[config.mk]
export PLATFORM = sky130hd
export DESIGN_NAME = mws_front_flat
export DESIGN_NICKNAME = d
export VERILOG_FILES = /design/src/sv/mws_pkg.sv /design/src/sv/mws_if.sv /design/src/sv/mws_div.sv /design/src/sv/mws_front.sv /design/src/flat_wrapper.sv
export SDC_FILE = /design/constraint.sdc
export NUM_CORES = 2
export LEC_CHECK = 0
export BUFFER_PORTS_ARGS = -buffer_cell sky130_fd_sc_hd__buf_2
export CAP_MARGIN = 5
export CORE_MARGIN = 4
export CORE_UTILIZATION = 36
export DETAILED_ROUTE_END_ITERATION = 10
export HOLD_SLACK_MARGIN = 0.03
export PLACE_DENSITY = 0.64
export SYNTH_ARGS = -nofsm -noshare
export SYNTH_HDL_FRONTEND = slang
export SYNTH_SLANG_ARGS = --single-unit
[constraint.sdc]
create_clock -name clock -period 20.1 [get_ports clock]
set_clock_uncertainty 0.2 [all_clocks]
set_input_delay 1.005 -clock clock [delete_from_list [all_inputs] [get_ports clock]]
set_output_delay 1.005 -clock clock [all_outputs]
set_load 0.02 [all_outputs]
[src/sv/mws_pkg.sv]
`timescale 1ns / 1ps
// -----------------------------------------------------------------------------
// mws_pkg
// Shared constants, types and state encodings of the metric window monitor.
// -----------------------------------------------------------------------------
package mws_pkg;

   localparam int METRICS      = 4;
   localparam int WINDOW_DEPTH = 1024;
   localparam int MIDX_W       = (METRICS > 1) ? $clog2(METRICS) : 1;
   localparam int POS_W        = $clog2(WINDOW_DEPTH);
   localparam int CNT_W        = $clog2(WINDOW_DEPTH + 1);
   localparam int MEM_DEPTH    = METRICS * WINDOW_DEPTH;
   localparam int ADDR_W       = $clog2(MEM_DEPTH);
   localparam int NUM_THR      = 4;
   localparam int COUNT_W      = 11;

   localparam int CSR_IDX_W  = 3;
   localparam int CSR_DATA_W = 64;
   localparam logic [CSR_IDX_W-1:0] CSR_THR0     = 3'd0;
   localparam logic [CSR_IDX_W-1:0] CSR_THR1     = 3'd1;
   localparam logic [CSR_IDX_W-1:0] CSR_THR2     = 3'd2;
   localparam logic [CSR_IDX_W-1:0] CSR_THR3     = 3'd3;
   localparam logic [CSR_IDX_W-1:0] CSR_THR_EN   = 3'd4;
   localparam logic [CSR_IDX_W-1:0] CSR_ALERT_EN = 3'd5;
   localparam logic [CSR_IDX_W-1:0] CSR_FREQ     = 3'd6;

   localparam logic [62:0] FREQ_RESET  = 63'd10000000;
   localparam logic [19:0] US_PER_SEC  = 20'd1000000;
   localparam logic [63:0] LAT_LIMIT   = 64'hFFFF_FFFF_FFFF_FFFF / 64'd1000000;
   localparam logic [62:0] TIME_ONES   = '1;

   localparam int PCT_A           = 95;
   localparam int PCT_B           = 99;
   localparam int MIN_PCT_SAMPLES = 20;
   // x/100 == (x * RECIP_100) >> RECIP_SHIFT, exact for x below 1.8M
   localparam int RECIP_100   = 671089;
   localparam int RECIP_SHIFT = 26;
   localparam int X_W         = CNT_W + 7;
   localparam int KP_W        = X_W + 20;

   localparam int Q_DEPTH = 4;
   localparam int Q_PTR_W = $clog2(Q_DEPTH);

   typedef enum logic [1:0] {
      OP_RECORD  = 2'd0,
      OP_LATENCY = 2'd1,
      OP_QUERY   = 2'd2,
      OP_NOP     = 2'd3
   } opcode_type;

   typedef enum logic [1:0] {
      K_RECORD,
      K_QUERY,
      K_NOP
   } kind_type;

   typedef enum logic [2:0] {
      F_IDLE,
      F_MUL,
      F_SUM,
      F_DIV,
      F_DONE
   } front_state_type;

   typedef enum logic [2:0] {
      B_IDLE,
      B_STATS,
      B_DIVGO,
      B_MEAN,
      B_RADIX
   } back_state_type;

   typedef struct packed {
      logic [NUM_THR-1:0][63:0] thr;
      logic [NUM_THR-1:0]       thr_en;
      logic                     alert_en;
      logic [62:0]              freq;
   } cfg_type;

   typedef struct packed {
      kind_type          kind;
      logic              status;
      logic [MIDX_W-1:0] metric;
      logic [63:0]       value;
      logic [62:0]       stamp;
   } work_type;

   typedef struct packed {
      logic busy;
      logic done;
   } div_ctl_type;

   typedef struct packed {
      logic               status;
      logic               alert;
      logic [63:0]        alert_threshold;
      logic [63:0]        recorded_value;
      logic [COUNT_W-1:0] window_count;
      logic [63:0]        window_min;
      logic [63:0]        window_max;
      logic [63:0]        window_mean;
      logic [63:0]        percentile_95;
      logic [63:0]        percentile_99;
      logic [62:0]        oldest_time;
      logic [62:0]        newest_time;
   } rsp_type;

endpackage

[src/sv/mws_if.sv]
`timescale 1ns / 1ps
// -----------------------------------------------------------------------------
// mws_req_if / mws_rsp_if
// Valid/ready channels for monitor requests and results.
// -----------------------------------------------------------------------------
interface mws_req_if;
   logic        valid;
   logic        ready;
   logic [1:0]  opcode;
   logic [2:0]  metric;
   logic [63:0] sample_value;
   logic [62:0] sample_time;
   logic [62:0] start_tick;
   logic [62:0] end_tick;

   modport source (output valid, opcode, metric, sample_value, sample_time,
                   start_tick, end_tick, input ready);
   modport sink (input valid, opcode, metric, sample_value, sample_time,
                 start_tick, end_tick, output ready);
endinterface


[src/sv/mws_div.sv]
`timescale 1ns / 1ps
// -----------------------------------------------------------------------------
// mws_div
// Restoring 64-bit unsigned divider, one quotient bit per cycle.
// -----------------------------------------------------------------------------
module mws_div (
   input  logic                 clock,
   input  logic                 reset,
   input  logic                 start,
   input  logic [63:0]          dividend,
   input  logic [63:0]          divisor,
   output mws_pkg::div_ctl_type ctl,
   output logic [63:0]          quotient
);
   import mws_pkg::*;

   logic        busy_ff;
   logic        done_ff;
   logic [5:0]  cnt_ff;
   logic [63:0] rem_ff;
   logic [63:0] quo_ff;
   logic [63:0] dvs_ff;
   logic [64:0] shifted;
   logic [64:0] diff;

   assign shifted = {rem_ff, quo_ff[63]};
   assign diff    = shifted - {1'b0, dvs_ff};

   always_ff @(posedge clock) begin
      if (reset) begin
         busy_ff <= 1'b0;
         done_ff <= 1'b0;
         cnt_ff  <= '0;
      end else begin
         done_ff <= 1'b0;
         if (start) begin
            busy_ff <= 1'b1;
            cnt_ff  <= '0;
         end else if (busy_ff) begin
            cnt_ff <= cnt_ff + 6'd1;
            if (cnt_ff == 6'd63) begin
               busy_ff <= 1'b0;
               done_ff <= 1'b1;
            end
         end
      end
   end

   always_ff @(posedge clock) begin
      if (start) begin
         rem_ff <= '0;
         quo_ff <= dividend;
         dvs_ff <= divisor;
      end else if (busy_ff) begin
         if (!diff[64]) begin
            rem_ff <= diff[63:0];
            quo_ff <= {quo_ff[62:0], 1'b1};
         end else begin
            rem_ff <= shifted[63:0];
            quo_ff <= {quo_ff[62:0], 1'b0};
         end
      end
   end

   assign ctl.busy = busy_ff;
   assign ctl.done = done_ff;
   assign quotient = quo_ff;

endmodule

[src/sv/mws_front.sv]
`timescale 1ns / 1ps
// -----------------------------------------------------------------------------
// mws_front
// Accepts requests, classifies them and converts latency ticks to microseconds.
// -----------------------------------------------------------------------------
module mws_front (
   input  logic              clock,
   input  logic              reset,
   input  mws_pkg::cfg_type  cfg,
   mws_req_if.sink           req_bus,
   input  logic              q_full,
   output logic              fo_valid,
   output mws_pkg::work_type fo_data
);
   import mws_pkg::*;

   front_state_type state_ff, state_in;
   logic            fo_valid_ff;
   work_type        fo_ff;
   work_type        hold_ff;
   work_type        item;
   work_type        done_item;
   logic            pathb_ff;
   logic [63:0]     mul_a_ff;
   logic [51:0]     pp_lo_ff;
   logic [51:0]     pp_hi_ff;
   logic [63:0]     prod;
   logic [63:0]     res_ff;
   logic            fo_free;
   logic            accept;
   logic            bad_metric;
   logic [62:0]     delta;
   logic            lat_zero;
   logic            short_delta;
   logic            goes_long;
   logic            div_start;
   logic [63:0]     div_dividend;
   div_ctl_type     dctl;
   logic [63:0]     quotient;

   assign fo_free       = !fo_valid_ff || !q_full;
   assign req_bus.ready = (state_ff == F_IDLE) && fo_free;
   assign accept        = req_bus.valid && req_bus.ready;

   assign bad_metric  = {1'b0, req_bus.metric} >= 4'(METRICS);
   assign delta       = req_bus.end_tick - req_bus.start_tick;
   assign lat_zero    = (cfg.freq == '0) || (req_bus.end_tick <= req_bus.start_tick);
   assign short_delta = 64'(delta) <= LAT_LIMIT;
   assign goes_long   = accept && (req_bus.opcode == OP_LATENCY) && !bad_metric && !lat_zero;
   assign prod        = 64'(pp_lo_ff) + (64'(pp_hi_ff) << 32);

   always_comb begin
      item.kind   = K_NOP;
      item.status = 1'b0;
      item.metric = req_bus.metric[MIDX_W-1:0];
      item.value  = req_bus.sample_value;
      item.stamp  = req_bus.sample_time;
      case (req_bus.opcode)
         OP_RECORD:  item.kind = K_RECORD;
         OP_LATENCY: begin
            item.kind  = K_RECORD;
            item.value = '0;
         end
         OP_QUERY:   item.kind = K_QUERY;
         default:    item.kind = K_NOP;
      endcase
      if (bad_metric && (req_bus.opcode != OP_NOP)) begin
         item.kind   = K_NOP;
         item.status = 1'b1;
      end
   end

   always_comb begin
      done_item       = hold_ff;
      done_item.value = res_ff;
   end

   always_comb begin
      state_in     = state_ff;
      div_start    = 1'b0;
      div_dividend = prod;
      case (state_ff)
         F_IDLE: begin
            div_dividend = 64'(delta);
            if (goes_long) begin
               state_in  = short_delta ? F_MUL : F_DIV;
               div_start = !short_delta;
            end
         end
         F_MUL: state_in = F_SUM;
         F_SUM: begin
            if (pathb_ff) begin
               state_in = F_DONE;
            end else begin
               div_start = 1'b1;
               state_in  = F_DIV;
            end
         end
         F_DIV: begin
            if (dctl.done) begin
               state_in = pathb_ff ? F_MUL : F_DONE;
            end
         end
         F_DONE: begin
            if (fo_free) begin
               state_in = F_IDLE;
            end
         end
         default: state_in = F_IDLE;
      endcase
   end

   always_ff @(posedge clock) begin
      if (reset) begin
         state_ff    <= F_IDLE;
         fo_valid_ff <= 1'b0;
      end else begin
         state_ff <= state_in;
         if ((accept && !goes_long) || (state_ff == F_DONE && fo_free)) begin
            fo_valid_ff <= 1'b1;
         end else if (!q_full) begin
            fo_valid_ff <= 1'b0;
         end
      end
   end

   always_ff @(posedge clock) begin
      if (accept) begin
         hold_ff  <= item;
         pathb_ff <= !short_delta;
         mul_a_ff <= 64'(delta);
      end
      if (accept && !goes_long) begin
         fo_ff <= item;
      end
      if (state_ff == F_MUL) begin
         pp_lo_ff <= 52'(mul_a_ff[31:0]) * 52'(US_PER_SEC);
         pp_hi_ff <= 52'(mul_a_ff[63:32]) * 52'(US_PER_SEC);
      end
      if (state_ff == F_SUM && pathb_ff) begin
         res_ff <= prod;
      end
      if (state_ff == F_DIV && dctl.done) begin
         if (pathb_ff) begin
            mul_a_ff <= quotient;
         end else begin
            res_ff <= quotient;
         end
      end
      if (state_ff == F_DONE && fo_free) begin
         fo_ff <= done_item;
      end
   end

   mws_div u_div (
      .clock    (clock),
      .reset    (reset),
      .start    (div_start),
      .dividend (div_dividend),
      .divisor  (64'(cfg.freq)),
      .ctl      (dctl),
      .quotient (quotient)
   );

   assign fo_valid = fo_valid_ff;
   assign fo_data  = fo_ff;

   a_busy_blocks_req: assert property (@(posedge clock) disable iff (reset)
      (state_ff != F_IDLE) |-> !req_bus.ready)
      else $error("front took a transaction while converting latency");
   a_div_in_div_state: assert property (@(posedge clock) disable iff (reset)
      dctl.busy |-> (state_ff == F_DIV))
      else $error("divider running outside its wait state");
   a_full_holds: assert property (@(posedge clock) disable iff (reset)
      (fo_valid_ff && q_full) |=> fo_valid_ff)
      else $error("front output dropped while queue full");

endmodule

[src/flat_wrapper.sv]
// flat-port wrapper written by rule: the top's interface ports become plain ports
module mws_front_flat import mws_pkg::*;
  (clock, reset, cfg, q_full, fo_valid, fo_data, req_bus_valid, req_bus_opcode, req_bus_metric, req_bus_sample_value, req_bus_sample_time, req_bus_start_tick, req_bus_end_tick, req_bus_ready);
  mws_req_if req_bus_i ();
  input  logic clock;
  input  logic reset;
  input  mws_pkg::cfg_type cfg;
  input  logic q_full;
  output logic fo_valid;
  output mws_pkg::work_type fo_data;
  input wire logic [$bits(req_bus_i.valid)-1:0] req_bus_valid;
  input wire logic [$bits(req_bus_i.opcode)-1:0] req_bus_opcode;
  input wire logic [$bits(req_bus_i.metric)-1:0] req_bus_metric;
  input wire logic [$bits(req_bus_i.sample_value)-1:0] req_bus_sample_value;
  input wire logic [$bits(req_bus_i.sample_time)-1:0] req_bus_sample_time;
  input wire logic [$bits(req_bus_i.start_tick)-1:0] req_bus_start_tick;
  input wire logic [$bits(req_bus_i.end_tick)-1:0] req_bus_end_tick;
  output wire logic [$bits(req_bus_i.ready)-1:0] req_bus_ready;
  assign req_bus_i.valid = req_bus_valid;
  assign req_bus_i.opcode = req_bus_opcode;
  assign req_bus_i.metric = req_bus_metric;
  assign req_bus_i.sample_value = req_bus_sample_value;
  assign req_bus_i.sample_time = req_bus_sample_time;
  assign req_bus_i.start_tick = req_bus_start_tick;
  assign req_bus_i.end_tick = req_bus_end_tick;
  assign req_bus_ready = req_bus_i.ready;
  mws_front u_core (.clock(clock), .reset(reset), .cfg(cfg), .req_bus(req_bus_i), .q_full(q_full), .fo_valid(fo_valid), .fo_data(fo_data));
endmodule
==> flow_summary.toml <==
[cells_and_area]
seqCellArea_um2 = 15980
nets = 6205
instances_no_fill = 6741
fillers = 11819
fin_util = 0.4163
layout-drive-gt1-share = 0.1308
multiInputGateArea_um2 = 24770
syn2layout_area_growth_pct = 14.75

[logic_synthesis]
synth_edf_count = 400
yosysSeqAreaShare = 0.3665
synth_seq_cells = 598
synthDistinctLibCells = 90
synth_top_area_cell = "edfxtp_1"
postSynthAreaPerCell_um2 = 9.298
synthArstFlopShare = 0
synth_fp_nets = 5839
synth.most_common_cell = "nand2_1"
synth_top_area_share = 0.2756
synth_common_cells = "nand2_1 (602), inv_1 (563), edfxtp_1 (400), ha_1 (361), a21oi_1 (344)"
netlist_instances = 4688
yosys_warnings = 0
synth_ff_type = "edfxtp_1"
yosys-top-cells-area = "edfxtp_1 (28%), ha_1 (10%), fa_1 (9.4%), dfxtp_1 (9.1%), nand2_1 (5.2%)"
syn_area_um2 = 43590

[worst_setup_path]
endpoint_kind = "register"
reg2reg_from = "u_core.mul_a_ff[0]"
rr_worst_depth = 26
reg2reg_slack_ns = 12.31
cp_slowest_cell = "a211oi_1"
worst-setup-path-type = "primary input to register"
crit_buf_inv = 4
r2r_end = "u_core.pp_lo_ff[51]"
start_kind = "primary input"
crit_family = "compound AO/OA/AOI/OAI gates"
crit_required_ns = 20.21
crit_arrival_ns = 8.18
cp_max_fo = 74
path_cells = "buf_2 > inv_1 > ha_1 > o2111ai_1 > a21oi_1 > o21ai_0 > a211oi_1 > or2_2 > o2111ai_1 > a21oi_1 > o311ai_0 > o311ai_4 > nand4b_4 > a21oi_4 > a21oi_4 > inv_4 > buf_4"
slowest_delay_ns = 1.19

[floorplan]
floorplan.initialDensity = 0.3628
die_h_um = 356.0
rows = 127
die_x_um = 356.0
coreArea_um2 = 120100
ios = 720
die_area_um2 = 126700

[clocking]
cts_root_buffer = "clkbuf_16"
cts_tree = "yes"
hold_buffers = 0
postCtsSetupBuffers = 0
htree_levels = 3
insertion_delay_ns = 0.68
ctsLongestPathBuffers = 3
path_clk_slew_ns = 0.06
cts_buffers = 76
cts_resized = 0
cts.sinks = 598

[global_routing]
grt_usage = 0.2211
grt_pass1_wl_um = 215400
overflow = 0
grt_pass1_vias = 35205
grt_max_degree = 99
antenna_found_initial = 15

[sta]
period_share = 0.4018
fmax_mhz = 123.8
final.min_clock_period_ns = 8.076
slew_viol_final = 2
tns_ns = 0
tightest_slew_ns = 1.562
worst_slew_margin_rel = -0.05266
rsz0062_at_grt = "no"
setup_violations = 0
hold_ws_ns = 0.2612
hold_viol = 0

[outcome]
violations = "max-capacitance violations, max-slew violations"
status = "finished with violations"

[routing]
ant_nets = 0
drtIter0Drc = 3513
num_vias = 36575
vias_per_cell = 5.426
routedWlPerCell_um = 21.34
drc = 0
drt_wl_total_um = 143900
drtPass1Iterations = 6

[hold_path]
hp-start = "u_core.res_ff[4]"
hold_path_depth = 2
min_to = "u_core.res_ff[4]"
hold_class = "register to register"

[placement]
place_hpwl_um = 111100
dp_cells = 6588
place_congestion = 0.9531
portBuffers = 458

[job]
cap_violations = 1
-- worst reg2reg max path: stages, from the launching register on --
cell and delay (ns):
dfxtp_1 0.45, fa_1 0.59, inv_1 0.05, fa_1 0.53
inv_1 0.06, fa_1 0.54, inv_1 0.07, fa_1 0.53
inv_1 0.04, ha_1 0.26, inv_1 0.05, fa_1 0.53
inv_1 0.04, ha_1 0.33, nand2_1 0.11, o22ai_1 0.25
or2_2 0.15, a31oi_1 0.09, nor3_1 0.34, o221a_2 0.29
a31oi_1 0.10, a211oi_1 0.78, a21oi_1 0.25, o31ai_1 0.51
a221o_1 0.24, a21oi_1 0.07, xnor2_1 0.12
-- layout make-up --
type                       count  area share
multi-input combinational   3323      0.4953
sequential                   598      0.3195
timing repair buffer         491     0.05078
inverter                     564     0.04248
clock buffer                  99     0.04160
tap                         1612     0.04033
clock inverter                41    0.009381
antenna                       13   0.0006504
-- cell usage in the layout (no fill, tap or decap), types with 74 or more instances in the layout --
cell / n
ha_1: 361
inv_1: 562
edfxtp_1: 400
nor2_1: 247
dfxtp_1: 197
mux2i_1: 124
nor3_1: 81
a211oi_1: 111
o21ai_0: 220
xnor2_1: 129
a21o_1: 116
a21oi_1: 344
xor2_1: 74
buf_2: 458
nand2_1: 601
fa_1: 204
clkbuf_16: 78
nand3_1: 118
-- through the flow --
step,worst slack [ns],instance area [µm²]
5_1_grt,11.97,49990
4_1_cts,12.38,49980
2_1_floorplan,6.668,43590
3_3_place_gp,11.80,47430
6_report,12.02,50010
3_5_place_dp,11.74,47430
-- cell families after synthesis --
kind of cell	synth area share
flops	0.3665
compound gates	0.1601
fa+ha+maj	0.1973
simple gates	0.1383
mux	0.02977
buf+inv	0.06726
xor+xnor	0.04079
-- sequential cells by signal, summed over array words and instances (netlist names), 3 cells and up --
signal and cells:
u_core.u_div.rem_ff 64, u_core.u_div.cnt_ff 6, u_core.pp_hi_ff 26, u_core.fo_data 132, u_core.done_item 68, u_core.res_ff 64, u_core.state_ff 3, u_core.mul_a_ff 58
u_core.u_div.quotient 64, u_core.pp_lo_ff 46, u_core.u_div.dvs_ff 63
-- worst max-delay path by stage --
stage / start / end / slack (ns) / depth (start not counted)
after CTS: u_core.mul_a_ff[1] / u_core.pp_lo_ff[51] / 12.38 / 26
after global routing: u_core.mul_a_ff[1] / u_core.pp_lo_ff[51] / 11.97 / 26
final: req_bus_start_tick[6] / u_core.u_div.dvs_ff[35] / 12.02 / 17
after detailed placement: req_bus_start_tick[6] / u_core.u_div.dvs_ff[37] / 11.74 / 17
after floorplan: req_bus_start_tick[9] / u_core.fo_data[0] / 6.67 / 13
after global placement: req_bus_start_tick[6] / u_core.u_div.dvs_ff[37] / 11.80 / 17
-- metal layers --
metal	up-vias	global-route usage	share of wire
met5	-	0	0.00019
met4	4	0.05918	0.028
met3	237	0.06531	0.11
met2	1598	0.3412	0.43
met1	17576	0.3025	0.43
li1	17160	-	-
Power is not shown: default switching activity piles up to over one toggle a cycle in this logic, so the estimate is an artifact.
