--- src/sv/mws_pkg.sv ---
`timescale 1ns / 1ps
// -----------------------------------------------------------------------------
// mws_pkg
// Shared constants, types and state encodings of the metric window monitor.
// -----------------------------------------------------------------------------
package mws_pkg;

   localparam int METRICS      = 4;
   localparam int WINDOW_DEPTH = 1024;
   localparam int MIDX_W       = (METRICS > 1) ? $clog2(METRICS) : 1;
   localparam int POS_W        = $clog2(WINDOW_DEPTH);
   localparam int CNT_W        = $clog2(WINDOW_DEPTH + 1);
   localparam int MEM_DEPTH    = METRICS * WINDOW_DEPTH;
   localparam int ADDR_W       = $clog2(MEM_DEPTH);
   localparam int NUM_THR      = 4;
   localparam int COUNT_W      = 11;

   localparam int CSR_IDX_W  = 3;
   localparam int CSR_DATA_W = 64;
   localparam logic [CSR_IDX_W-1:0] CSR_THR0     = 3'd0;
   localparam logic [CSR_IDX_W-1:0] CSR_THR1     = 3'd1;
   localparam logic [CSR_IDX_W-1:0] CSR_THR2     = 3'd2;
   localparam logic [CSR_IDX_W-1:0] CSR_THR3     = 3'd3;
   localparam logic [CSR_IDX_W-1:0] CSR_THR_EN   = 3'd4;
   localparam logic [CSR_IDX_W-1:0] CSR_ALERT_EN = 3'd5;
   localparam logic [CSR_IDX_W-1:0] CSR_FREQ     = 3'd6;

   localparam logic [62:0] FREQ_RESET  = 63'd10000000;
   localparam logic [19:0] US_PER_SEC  = 20'd1000000;
   localparam logic [63:0] LAT_LIMIT   = 64'hFFFF_FFFF_FFFF_FFFF / 64'd1000000;
   localparam logic [62:0] TIME_ONES   = '1;

   localparam int PCT_A           = 95;
   localparam int PCT_B           = 99;
   localparam int MIN_PCT_SAMPLES = 20;
   // x/100 == (x * RECIP_100) >> RECIP_SHIFT, exact for x below 1.8M
   localparam int RECIP_100   = 671089;
   localparam int RECIP_SHIFT = 26;
   localparam int X_W         = CNT_W + 7;
   localparam int KP_W        = X_W + 20;

   localparam int Q_DEPTH = 4;
   localparam int Q_PTR_W = $clog2(Q_DEPTH);

   typedef enum logic [1:0] {
      OP_RECORD  = 2'd0,
      OP_LATENCY = 2'd1,
      OP_QUERY   = 2'd2,
      OP_NOP     = 2'd3
   } opcode_type;

   typedef enum logic [1:0] {
      K_RECORD,
      K_QUERY,
      K_NOP
   } kind_type;

   typedef enum logic [2:0] {
      F_IDLE,
      F_MUL,
      F_SUM,
      F_DIV,
      F_DONE
   } front_state_type;

   typedef enum logic [2:0] {
      B_IDLE,
      B_STATS,
      B_DIVGO,
      B_MEAN,
      B_RADIX
   } back_state_type;

   typedef struct packed {
      logic [NUM_THR-1:0][63:0] thr;
      logic [NUM_THR-1:0]       thr_en;
      logic                     alert_en;
      logic [62:0]              freq;
   } cfg_type;

   typedef struct packed {
      kind_type          kind;
      logic              status;
      logic [MIDX_W-1:0] metric;
      logic [63:0]       value;
      logic [62:0]       stamp;
   } work_type;

   typedef struct packed {
      logic busy;
      logic done;
   } div_ctl_type;

   typedef struct packed {
      logic               status;
      logic               alert;
      logic [63:0]        alert_threshold;
      logic [63:0]        recorded_value;
      logic [COUNT_W-1:0] window_count;
      logic [63:0]        window_min;
      logic [63:0]        window_max;
      logic [63:0]        window_mean;
      logic [63:0]        percentile_95;
      logic [63:0]        percentile_99;
      logic [62:0]        oldest_time;
      logic [62:0]        newest_time;
   } rsp_type;

endpackage

--- src/sv/mws_queue.sv ---
`timescale 1ns / 1ps
// -----------------------------------------------------------------------------
// mws_queue
// Small FIFO of classified work between the front and back ends.
// -----------------------------------------------------------------------------
module mws_queue (
   input  logic              clock,
   input  logic              reset,
   input  logic              push,
   input  mws_pkg::work_type push_data,
   input  logic              pop,
   output mws_pkg::work_type pop_data,
   output logic              full,
   output logic              empty
);
   import mws_pkg::*;

   work_type           slot_ff [Q_DEPTH];
   logic [Q_PTR_W-1:0] wr_ptr_ff;
   logic [Q_PTR_W-1:0] rd_ptr_ff;
   logic [Q_PTR_W:0]   count_ff;
   logic               do_push;
   logic               do_pop;

   assign full    = count_ff == (Q_PTR_W + 1)'(Q_DEPTH);
   assign empty   = count_ff == '0;
   assign do_push = push && !full;
   assign do_pop  = pop && !empty;

   always_ff @(posedge clock) begin
      if (reset) begin
         wr_ptr_ff <= '0;
         rd_ptr_ff <= '0;
         count_ff  <= '0;
      end else begin
         if (do_push) begin
            wr_ptr_ff <= wr_ptr_ff + 1'b1;
         end
         if (do_pop) begin
            rd_ptr_ff <= rd_ptr_ff + 1'b1;
         end
         if (do_push && !do_pop) begin
            count_ff <= count_ff + 1'b1;
         end else if (do_pop && !do_push) begin
            count_ff <= count_ff - 1'b1;
         end
      end
   end

   always_ff @(posedge clock) begin
      if (do_push) begin
         slot_ff[wr_ptr_ff] <= push_data;
      end
   end

   assign pop_data = slot_ff[rd_ptr_ff];

endmodule

--- config.mk ---
export PLATFORM = sky130hd
export DESIGN_NAME = mws_queue
export DESIGN_NICKNAME = d
export VERILOG_FILES = /design/src/sv/mws_pkg.sv /design/src/sv/mws_queue.sv
export SDC_FILE = /design/constraint.sdc
export NUM_CORES = 1
export LEC_CHECK = 0
export BUFFER_PORTS_ARGS = -buffer_cell sky130_fd_sc_hd__buf_2
export CAP_MARGIN = 20
export CELL_PAD_IN_SITES_DETAIL_PLACEMENT = 0
export CELL_PAD_IN_SITES_GLOBAL_PLACEMENT = 1
export CORE_ASPECT_RATIO = 0.6
export CORE_MARGIN = 2
export CORE_UTILIZATION = 45
export CTS_CLUSTER_DIAMETER = 200
export DETAILED_ROUTE_END_ITERATION = 12
export PLACE_DENSITY_LB_ADDON = 0.08
export SYNTH_ARGS = -nofsm -noshare
export SYNTH_HDL_FRONTEND = slang
export SYNTH_SLANG_ARGS = --single-unit
export TNS_END_PERCENT = 10
--- constraint.sdc ---
create_clock -name clock -period 4.8 [get_ports clock]
set_input_delay 0.48 -clock clock [delete_from_list [all_inputs] [get_ports clock]]
set_output_delay 0.48 -clock clock [all_outputs]
set_load 0.01 [all_outputs]
==> metrics list, run 1 <==
* Cell types with the highest counts after synthesis: 528 x edfxtp_1, 132 x mux4_2, 15 x buf_2
* Num Clock Sinks: 537
- In the synthesized netlist the async set-or-reset flop fraction comes to 0.
- In this run the number of H-tree levels came out at 2.
- After layout, the minimum clock period comes to 3.20 ns.
- Once detailed placement completed, the half-perimeter wirelength came to 23.0 mm.
- At the pin with the least slew margin, the transition time is 0.977 ns.
- The placed instances occupy a cell area of 21600 sq um.
* Routed vias: 8567
- Once layout is done, the placed cells without fillers occupy 23100 sq um.
- Setup violations remaining at the end of the flow were counted as 0.
* Worst clock skew: 0.0191 ns
- The floorplan step defined a core boundary enclosing 43000 sq um.
- Count of pins on the block boundary: 270
* Final Hold Violating Endpoints: 0
- For this run, the detailed router's first-pass iteration total came to 6.
- Cell types occupying the most area after synthesis: edfxtp_1 81%, mux4_2 15%, dfxtp_1 0.92%, buf_6 0.58%, buf_2 0.39%
- Setup WS pre-CTS: 2.02 ns
* Average footprint of a synthesized cell: 26.4 sq um
- Fraction of the yosys area taken by sequential cells: 0.823
- # nets final: 1186
- Mapped Nets: 880
- Including well taps, the total number of placed cells is 1572.
- The complex-gate fraction of the synthesized area came to 0.00186.
- Setup repair after global routing left no endpoint under its margin.
* Post-CTS Hold Buffers: 0
- Type of the setup path with the least slack: reg2out
- The worst path meets setup with 1.60 ns of slack.
- Along the worst path, the maximum fanout reaches 45.
- The initialized floorplan defines 59 standard-cell rows.
- Count of distinct cell types in the synthesized netlist: 21
* Type of element launching the critical path: register
* Parity-gate share of the synthesized area counting xor and xnor cells: 0.00180
- Summed over all layers, the routed wires come to 37.9 mm.
- The analysis attributes to cell leakage a power of 7.67 nW.
- In this run, synthesis inferred 528 flip-flops with an integrated enable.
* Power per cell area: 530 nW/um^2
- Average detailed-routed wire length per instance: 22.7 um
* Worst hold-check slack: 0.126 ns
* Final Max Slew Viols: 0
- Counting flops and latches in the post-synthesis netlist gives 537.
- Clock-pin slew was measured on the worst setup and hold paths at 0.06 ns.
* Deepest clock path buffer count: 3
- Headroom to the max-slew limit: 0.349
- Of the cells placed in the final design, the portion with a size suffix greater than 1 is 0.451.
- For this run, the total global-route usage over all layers was measured as 0.168.
- The number of antenna violations at the first check in global routing was 6.
- Cell accounting for the most synthesized area: edfxtp_1
- First-pass GRT wire length: 56.5 mm
* DIE HEIGHT: 165 um
- The min-delay analysis places its worst path in the category in2reg.
* Area growth syn-to-layout: 18.7%
- Fraction of the core area covered by cells at the end of the flow: 0.538
- Critical path data arrival time: 2.72 ns
* TNS Setup: 0 ns
- In the routed design, unresolved DRC markers number 0.
- Synthesized cell area: 19500 sq um
- Power comes to 12.3 mW.
- The die covers 45100 sq um.
- TritonCTS clock tree: yes
- Of the total synthesized cell area, the portion taken by AND, OR, NAND and NOR gates is 0.00436.
* Count of instances resized after the clock tree is built: 0
- Count of maximum capacitance violations: 0
* Top-count cell post-synth: edfxtp_1
- Share of synthesized cell area in full adder, half adder and majority cells: 0.00424
- Buffers inserted during clock tree synthesis total 49.
- CTS placed an instance of clkbuf_16 at the clock tree root.
- Entering global routing, the biggest net connects 63 pins.
- Width of the die: 273 um
- Among all flip-flop cells after synthesis, the most frequent one is edfxtp_1.
* Max Freq: 312 MHz
* Setup crit end kind: output port
* Clock latency on the worst-skew pair: 0.56 ns
- Via count of the first global-routing pass: 8969
* Placer Congestion: 0.698
* Layout filler cell count: 3358
- Input and output buffers added on the ports amount to 269.
* Antenna-violating nets left: 0
- For this configuration, the core starts out at a cell density of 0.453.
- Max VDD drop: 0.000469 V
* Post-CTS setup buffers: 0
- Using the TritonRoute via totals, the vias-per-cell ratio works out to 5.14.
* Critical path data required time: 4.32 ns
* Count of yosys warnings during synthesis: 0
- Summed over all layers, the global routing overflow is 0.
- In this run, the number of DRC markers left after iteration 0 of detailed routing was 606.
- Final critical-path share of the clock period: 0.667
- In the synthesized netlist, the number of instances is 738.
- Finished Layout Cells: 1666
* Multiplexer area fraction after synthesis: 0.154
- Fraction of synthesized cell area taken by the top area cell type: 0.813
- Dominant combinational cell family by area after synthesis: multiplexers
- Outcome: finished clean
## kinds of logic (layout without fill, tap and decap cells)
family / after synthesis / in the layout
multiplexers: 134 / 134
other: 0 / 4
XOR/XNOR: 4 / 4
AND/OR/NAND/NOR: 16 / 16
flip-flops: 537 / 537
adder cells (fa/ha/maj): 6 / 6
AO/OA/AOI/OAI: 6 / 6
buffers and inverters: 35 / 380
## sequential cells by signal (all words and copies together) (netlist names), named ones only
register and cells:
slot_ff 528, count_ff 3, rd_ptr_ff 2, wr_ptr_ff 2
## worst max-delay path: stages (launching register included)
cell and delay [ns]:
dfxtp_4 0.94, buf_12 0.35, mux4_2 0.56, buf_2 0.16
## cell type report
class                           count  area, sq um  area share
Clock buffer                       61         1290      0.0558
Tap cell                          579          724      0.0313
Sequential cell                   537        16000       0.693
Clock inverter                     29          244      0.0105
Inverter                            4         15.0    0.000649
Timing Repair Buffer              286         1570      0.0680
Multi-Input combinational cell    166         3240       0.140
Antenna cell                        4         10.0    0.000432
## where the power goes
| part | internal (mW) | leakage [nW] | total (mW) | switching [mW] |
|---|---|---|---|---|
| clock | 2.12 | 0.748 | 3.75 | 1.63 |
| sequential | 5.63 | 4.91 | 5.86 | 0.229 |
| combinational | 1.32 | 2.00 | 2.66 | 1.34 |
## metal layers
| layer | vias to the layer above | global-route usage | wire length [um] |
|---|---|---|---|
| li1 | 3805 | - | - |
| met1 | 4509 | 0.237 | 16900 |
| met2 | 202 | 0.265 | 18100 |
| met3 | 49 | 0.0445 | 2110 |
| met4 | 2 | 0.0412 | 705 |
| met5 | - | 0 | 13 |
## worst paths after layout
check                                     from               to  slack [ns]  depth (start not counted)
worst max-delay path                  register     pop_data[33]        1.60                          3
worst min-delay path            push_data[104]  slot_ff[3][104]        0.13                          1
worst max register to register     count_ff[0]   slot_ff[3][33]        2.17                          4
worst min register to register    wr_ptr_ff[1]     wr_ptr_ff[1]        0.53                          2
## cell usage in the layout, fill, tap and decap left out, types with 5 or more instances in the layout
cell and n:
clkbuf_1 11, edfxtp_1 528, dfxtp_1 7, buf_4 9, buf_2 269, ha_1 5, nor2_1 6, clkinv_2 7
clkinv_1 15, mux4_2 132, clkbuf_16 50, buf_12 8
No activity file was read; power rests on OpenSTA's default activity.
==> run 2: changes to the inputs <==
- clock period: 4.8 -> 3.29 ns (I/O delays scaled with it)
==> run 2 against run 1 <==
Net effect: hold slack lost 0.089 ns; count of clock-buffer cells in the layout is 1 higher; total power grew 47%; sequential share of layout area is 3.8 points lower; critical endpoint is now pop_data[64].
==> metrics list, run 2 (same netlist as run 1, synthesis figures left out) <==
* Outcome: finished clean
* Max Freq: 379 MHz
- Placer Congestion: 0.698 (about the same)
* Half-perimeter wire length after placement: 23.9 mm (+4.0%)
* Cell family contributing the most delay on the critical path: flip-flops
- Clock latency on the worst-skew pair: 0.55 ns (about the same)
- The via density per instance is 5.07 (-1.4%).
* Register-to-Register Setup Slack: 0.92 ns (-1.25 ns)
- Max VDD drop: 0.000468 V (about the same)
* Number of violations reported at the end of detailed-routing iteration 0: 603 (-0.50%)
- Worst reg2reg path depth: 8 (+4)
- Minimum clock period: 2.64 ns
- First-pass GRT wire length: 58.9 mm (+4.2%)
- Deepest clock path buffer count: 3 (unchanged)
- Type of the setup path with the least slack: reg2out
* FF-to-FF Start: count_ff[0]
- Headroom to the max-slew limit: 0.585 (+0.237)
- The clock slew seen by the registers of the worst setup and hold paths is 0.06 ns (about the same).
- The ratio of total power to cell area was 736 nW/um^2 (+39%).
* DRT Wirelength: 39.8 mm (+5.1%)
- The via count of the first global-routing pass is 9737 (+8.6%).
* Largest register by flop count: slot_ff
* Final Max Slew Viols: 0 (unchanged)
* Average detailed-routed wire length per instance: 22.2 um (-2.5%)
* Maximum number of pins on one net before global-route repair: 95 (+51%)
- Least-Margin Pin Slew: 0.622 ns (-0.355 ns)
- Traced cell by cell, the critical path runs through buf_12, mux4_2, buf_2.
- The first-pass iteration count of the detailed router is 6 (unchanged).
- Min-Delay Startpoint: push_data[99]
* LEAKAGE: 8.23 nW (+7.3%)
- The biggest fanout along the worst timing path is 56 (+24%).
- Width of the die: 273 um (unchanged)
- H-tree depth: 2 (unchanged)
* Final Hold Violating Endpoints: 0 (unchanged)
- The worst hold path belongs to the class in2reg.
- The clock buffer count from CTS came to 49 (unchanged).
- The library cells used most frequently in the layout, excluding fill and tap cells, are 528 x edfxtp_1, 269 x buf_2, 132 x mux4_2.
- Num Clock Sinks: 537 (unchanged)
- CTS placed an instance of clkbuf_16 at the clock tree root.
- The final count of negative-setup-slack endpoints is 0 (unchanged).
* Number of design rule violations left after detail routing: 0 (unchanged)
* Total global routing track utilization: 0.176 (+0.00749)
* Critical path data required time: 2.96 ns (-1.36 ns)
- For hold timing, the worst endpoint is slot_ff[1][99].
- The fill cell total of the finished layout was 3235 (-3.7%).
- Count of instances resized after the clock tree is built: 0 (unchanged)
- Antenna-violating nets left: 0 (unchanged)
- Setup repair after global routing missed its margin: no
- Destination of the worst register-to-register timing path: count_ff[2]
- Proportion of layout cells with a drive suffix above 1: 0.402 (-0.0483)
- Type of element launching the critical path: register
- The standard-cell row count was 59 (unchanged).
* DIE HEIGHT: 165 um (unchanged)
- Area growth syn-to-layout: 25.7%
* Count of pins on the block boundary: 270 (unchanged)
- Hold path cells: 1 (unchanged)
- Number of antenna violations at the first check in global routing: 4 (-2)
- Final critical-path share of the clock period: 0.803
- The number of hold buffers added after cts came to 131 (+131).
- Routed vias: 9097 (+6.2%)
- Post-CTS setup buffers: 0 (unchanged)
* TritonCTS clock tree: yes
- The placeable core region is 43000 sq um (unchanged).
- The biggest cell delay along the critical path came to 0.71 ns (-0.23 ns).
- The worst slack on hold paths came to 0.0376 ns (-0.0888 ns).
* # nets final: 1324 (+12%)
* Cell at the slowest stage of the critical path: dfxtp_4
- Most frequent standard cell in the layout excluding fill and tap cells: edfxtp_1
* Effective utilization at floorplan: 0.453 (unchanged)
- The buffers plus inverters on the worst setup path came to 2 (unchanged).
- Count of maximum capacitance violations: 0 (unchanged)
- The number of buffers added on ports is 269 (unchanged).
* Registers with the most flip-flops: slot_ff x528, count_ff x3
* Floorplan die area: 45100 sq um (unchanged)
* Tot Pwr: 18.0 mW (+47%)
* Setup crit end kind: output port
- The post-layout utilization of the core is 0.569 (+0.0314).
* Critical path data arrival time: 2.31 ns (-0.41 ns)
- Worst clock skew: 0.0130 ns (-0.00608 ns)
- The flip-flop count of the largest register, all copies and words added came to 528 (unchanged).
- Gr ovfl total: 0 (unchanged)
[run 2: per-layer routing]
metal  track usage  part of all wire  vias to the layer above
li1              -                 -                     4083
met1         0.254              0.46                     4776
met2         0.276              0.48                      183
met3        0.0403             0.048                       53
met4        0.0405             0.014                        2
met5             0           0.00033                        -
[run 2: worst max path at each step]
stage / depth (start not counted) / slack [ns] / to / start
floorplan: 3 / -1.11 / slot_ff[0][0] / count_ff[0]
global placement: 8 / 0.97 / count_ff[2] / count_ff[0]
detailed placement: 8 / 0.95 / count_ff[2] / count_ff[0]
CTS: 3 / 0.58 / pop_data[118] / register
global route: 3 / 0.56 / pop_data[64] / register
finish: 3 / 0.65 / pop_data[64] / register
[run 2: report_power, final]
group          internal [mW]  switching, mW
sequential              8.22          0.216
combinational           2.09           2.19
clock                   3.03           2.30
total                   13.3           4.71
[run 2: final cells by class]
cell class | instances | area (sq um) | area share
Antenna cell | 3 | 7.51 | 0.000306
Clock buffer | 62 | 1270 | 0.0520
Clock inverter | 20 | 189 | 0.00771
Inverter | 4 | 15.0 | 0.000613
Multi-Input combinational cell | 166 | 3240 | 0.132
Sequential cell | 537 | 16000 | 0.655
Tap cell | 579 | 724 | 0.0296
Timing Repair Buffer | 424 | 3000 | 0.122
[run 2: stage by stage]
stage / instances / setup slack (ns) / TNS [ns] / area, sq um
floorplan: 738 / -1.11 / -438.60 / 19500
global placement: 1579 / 0.975 / 0 / 21700
detailed placement: 1579 / 0.949 / 0 / 21700
CTS: 1792 / 0.585 / 0 / 24500
global route: 1794 / 0.555 / 0 / 24500
finish: 1795 / 0.649 / 0 / 24500
==> run 3: changes to the inputs <==
- clock period: 3.29 -> 2.4 ns (I/O delays scaled with it)
==> run 3 against run 2 <==
Net effect: sequential share of layout area fell by 0.65 points; critical endpoint is now pop_data[28]; routed wire length down 5.5%; setup slack worse by 0.60 ns; core utilization is 0.57 points higher; cell area up 1.0%; clock power grew 35%; die area did not move; register-to-register slack got worse by 0.65 ns; sequential power rose by 36%; critical path type unchanged.
==> metrics list, run 3 (same netlist as run 1, synthesis figures left out) <==
- Cell row count: 59 (unchanged)
- Final critical-path share of the clock period: 0.979
- Relative to the synthesized area, the layout overhead comes to 26.9%.
- The leakage dissipation is 8.31 nW (+1.0%).
- The data arrival time of the critical path is 2.11 ns (-0.20 ns).
* Combinational cell fraction of total power: 0.246 (+0.009)
* Antenna-violating nets left: 0 (unchanged)
* Type of the setup path with the least slack: reg2out
- Worst clock skew: 0.0233 ns (+0.0104 ns)
- Type of element launching the critical path: register
* Max VDD drop: 0.000678 V (+45%)
* Count of buffers from port buffering: 269 (unchanged)
* Critical Path Fanout Max: 42 (-25%)
- The placeable core region was 43000 sq um (unchanged).
- Gr ovfl total: 0 (unchanged)
* Finished Layout Cells: 1801 (+0.33%)
- The pin count of the biggest net entering global routing is 82 (-14%).
* TritonCTS buffer count: 49 (unchanged)
- Count of pins on the block boundary: 270 (unchanged)
- Layout filler cell count: 3222 (-0.40%)
- Number of flip-flops in the largest register: 528 (unchanged)
* TNS Setup: 0 ns (unchanged)
- Final Max Slew Viols: 0 (unchanged)
- Floorplan die area: 45100 sq um (unchanged)
* Max Freq: 426 MHz
- Minimum clock period: 2.35 ns
- The clock sink count was 537 (unchanged).
* Outcome: finished clean
- Routed vias: 9044 (-0.58%)
- The area taken by multi-input logic gates is 3240 sq um (unchanged).
- slot_ff holds more flip-flops than any other register.
* Placer Congestion: 0.705 (+1.0%)
* Number of violations reported at the end of detailed-routing iteration 0: 677 (+12%)
- The total area of sequential cells came to 16000 sq um (unchanged).
* DR vias/cell: 5.02 (-0.91%)
- The post-route cell area is 24700 sq um (+1.0%).
* Post-DP Area: 21800 sq um (+0.28%)
- Power per cell area: 1000 nW/um^2 (+36%)
- Number of antenna violations at the first check in global routing: 1 (-3)
- The worst slack on hold paths came to 0.0766 ns (+0.0389 ns).
- The half-perimeter wire length after placement is 22.2 mm (-7.3%).
- The count of unresolved DRC violations after routing came to 0 (unchanged).
- TritonCTS clock tree: yes
* Setup crit end kind: output port
- Placed instance count: 1577 (-0.13%)
- Setup repair after global routing could not meet its margin everywhere.
* Most frequent standard cell in the layout excluding fill and tap cells: edfxtp_1
* Initial DRT Pass Iterations: 5 (-1)
* H-tree depth: 2 (unchanged)
* Effective utilization at floorplan: 0.453 (unchanged)
* Proportion of layout cells with a drive suffix above 1: 0.401 (-0.000998)
- Headroom to the max-slew limit: 0.655 (+0.0696)
* Register-to-Register Setup Slack: 0.27 ns (-0.65 ns)
- The sequential fraction of design power is 0.463 (-0.004).
- The tightest min-delay check is of the in2reg type.
- The global-route wire length before repair is 56.9 mm (-3.4%).
* Registers with the most flip-flops: slot_ff x528, count_ff x3
- The detailed-route wire length per cell is 20.9 um (-5.8%).
* Clock network fraction of design power: 0.291 (-0.004)
- Most used cells in the layout excluding fill and tap cells: 528 x edfxtp_1, 246 x buf_2, 133 x dlygate4sd3_1
- Critical path data required time: 2.16 ns (-0.80 ns)
- Count of final setup violators: 0 (unchanged)
* Switching Power: 6.42 mW (+36%)
* DRT Wirelength: 37.6 mm (-5.5%)
* Clock Pin Slew Worst Setup and Hold Paths: 0.06 ns (about the same)
* Total global routing track utilization: 0.167 (-0.00872)
- Count of maximum capacitance violations: 0 (unchanged)
- The number of nets in the finished design is 1324 (unchanged).
- Net switching share of the total power: 0.259 (-0.00197)
* Least-Margin Pin Slew: 0.517 ns (-0.104 ns)
- The internal power is 18.4 mW (+38%).
* Deepest clock path buffer count: 3 (unchanged)
- The number of hold violations in the final report was 0 (unchanged).
- DIE HEIGHT: 165 um (unchanged)
- The die span in x came to 273 um (unchanged).
- The post-CTS setup-driven buffer insertion count is 0 (unchanged).
* Via count of the first global-routing pass: 9643 (-0.97%)
- The worst-skew pair later-pin latency was 0.56 ns (about the same).
* Root buffer cell: clkbuf_16
-- run 3: changes by cell type in the layout (fill, tap and decap cells not counted), sizes merged --
cell         delta
buf             -2
bufinv          -2
clkbuf          -1
clkinv         +11
diode           -2
dlygate4sd3     +2
-- run 3: through the flow --
step | power (mW) | util | setup slack, ns
final | 24.8 | 0.575 | 0.0512
after global routing | 26.0 | 0.575 | -0.0563
after CTS | 25.0 | 0.571 | -0.00723
after detailed placement | 17.5 | 0.506 | 0.278
after global placement | 17.5 | 0.506 | 0.273
after floorplan | 15.3 | - | -0.538
-- run 3: what timing repair did --
item / in CTS / in global routing
pin swaps: 0 / 0
hold buffers: 133 / 0
endpoints found under the setup margin: 2 / 70
gates resized for setup: 1 / 24
endpoints found under the hold margin: 536 / 0
-- run 3: area by class of cell --
type / instances / share of cell area
Sequential cell: 537 / 0.648
Multi-Input combinational cell: 166 / 0.131
Tap cell: 579 / 0.0293
Antenna cell: 1 / 0.000101
Inverter: 4 / 0.000607
Clock inverter: 29 / 0.00743
Timing Repair Buffer: 424 / 0.131
Clock buffer: 61 / 0.0522
-- run 3: worst paths after layout --
kind                start      endpoint  depth (start not counted)
max              register  pop_data[28]                          3
min                  push  wr_ptr_ff[0]                          4
max reg2reg   count_ff[0]   count_ff[2]                          7
min reg2reg  rd_ptr_ff[0]      register                          2
-- run 3: routing by layer --
layer,GRT usage,vias up,wire length (um)
met5,0,-,0
met4,0.0370,0,594
met3,0.0434,43,2040
met2,0.271,180,18400
met1,0.230,4736,16500
li1,-,4085,-
-- run 3: critical path, stage by stage (launching register included) --
cell     delay, ns
dfxtp_4       0.44
buf_16        0.31
mux4_2        0.61
buf_6         0.15
-- run 3: power by group through the flow --
| stage | clock network, mW | logic, mW | registers, mW |
|---|---|---|---|
| finish | 7.21 | 6.11 | 11.5 |
| CTS | 7.46 | 6.05 | 11.5 |
| global placement | 0 | 5.84 | 11.7 |
| floorplan | 0 | 3.68 | 11.6 |
| detailed placement | 0 | 5.84 | 11.7 |
| global route | 7.83 | 6.61 | 11.6 |
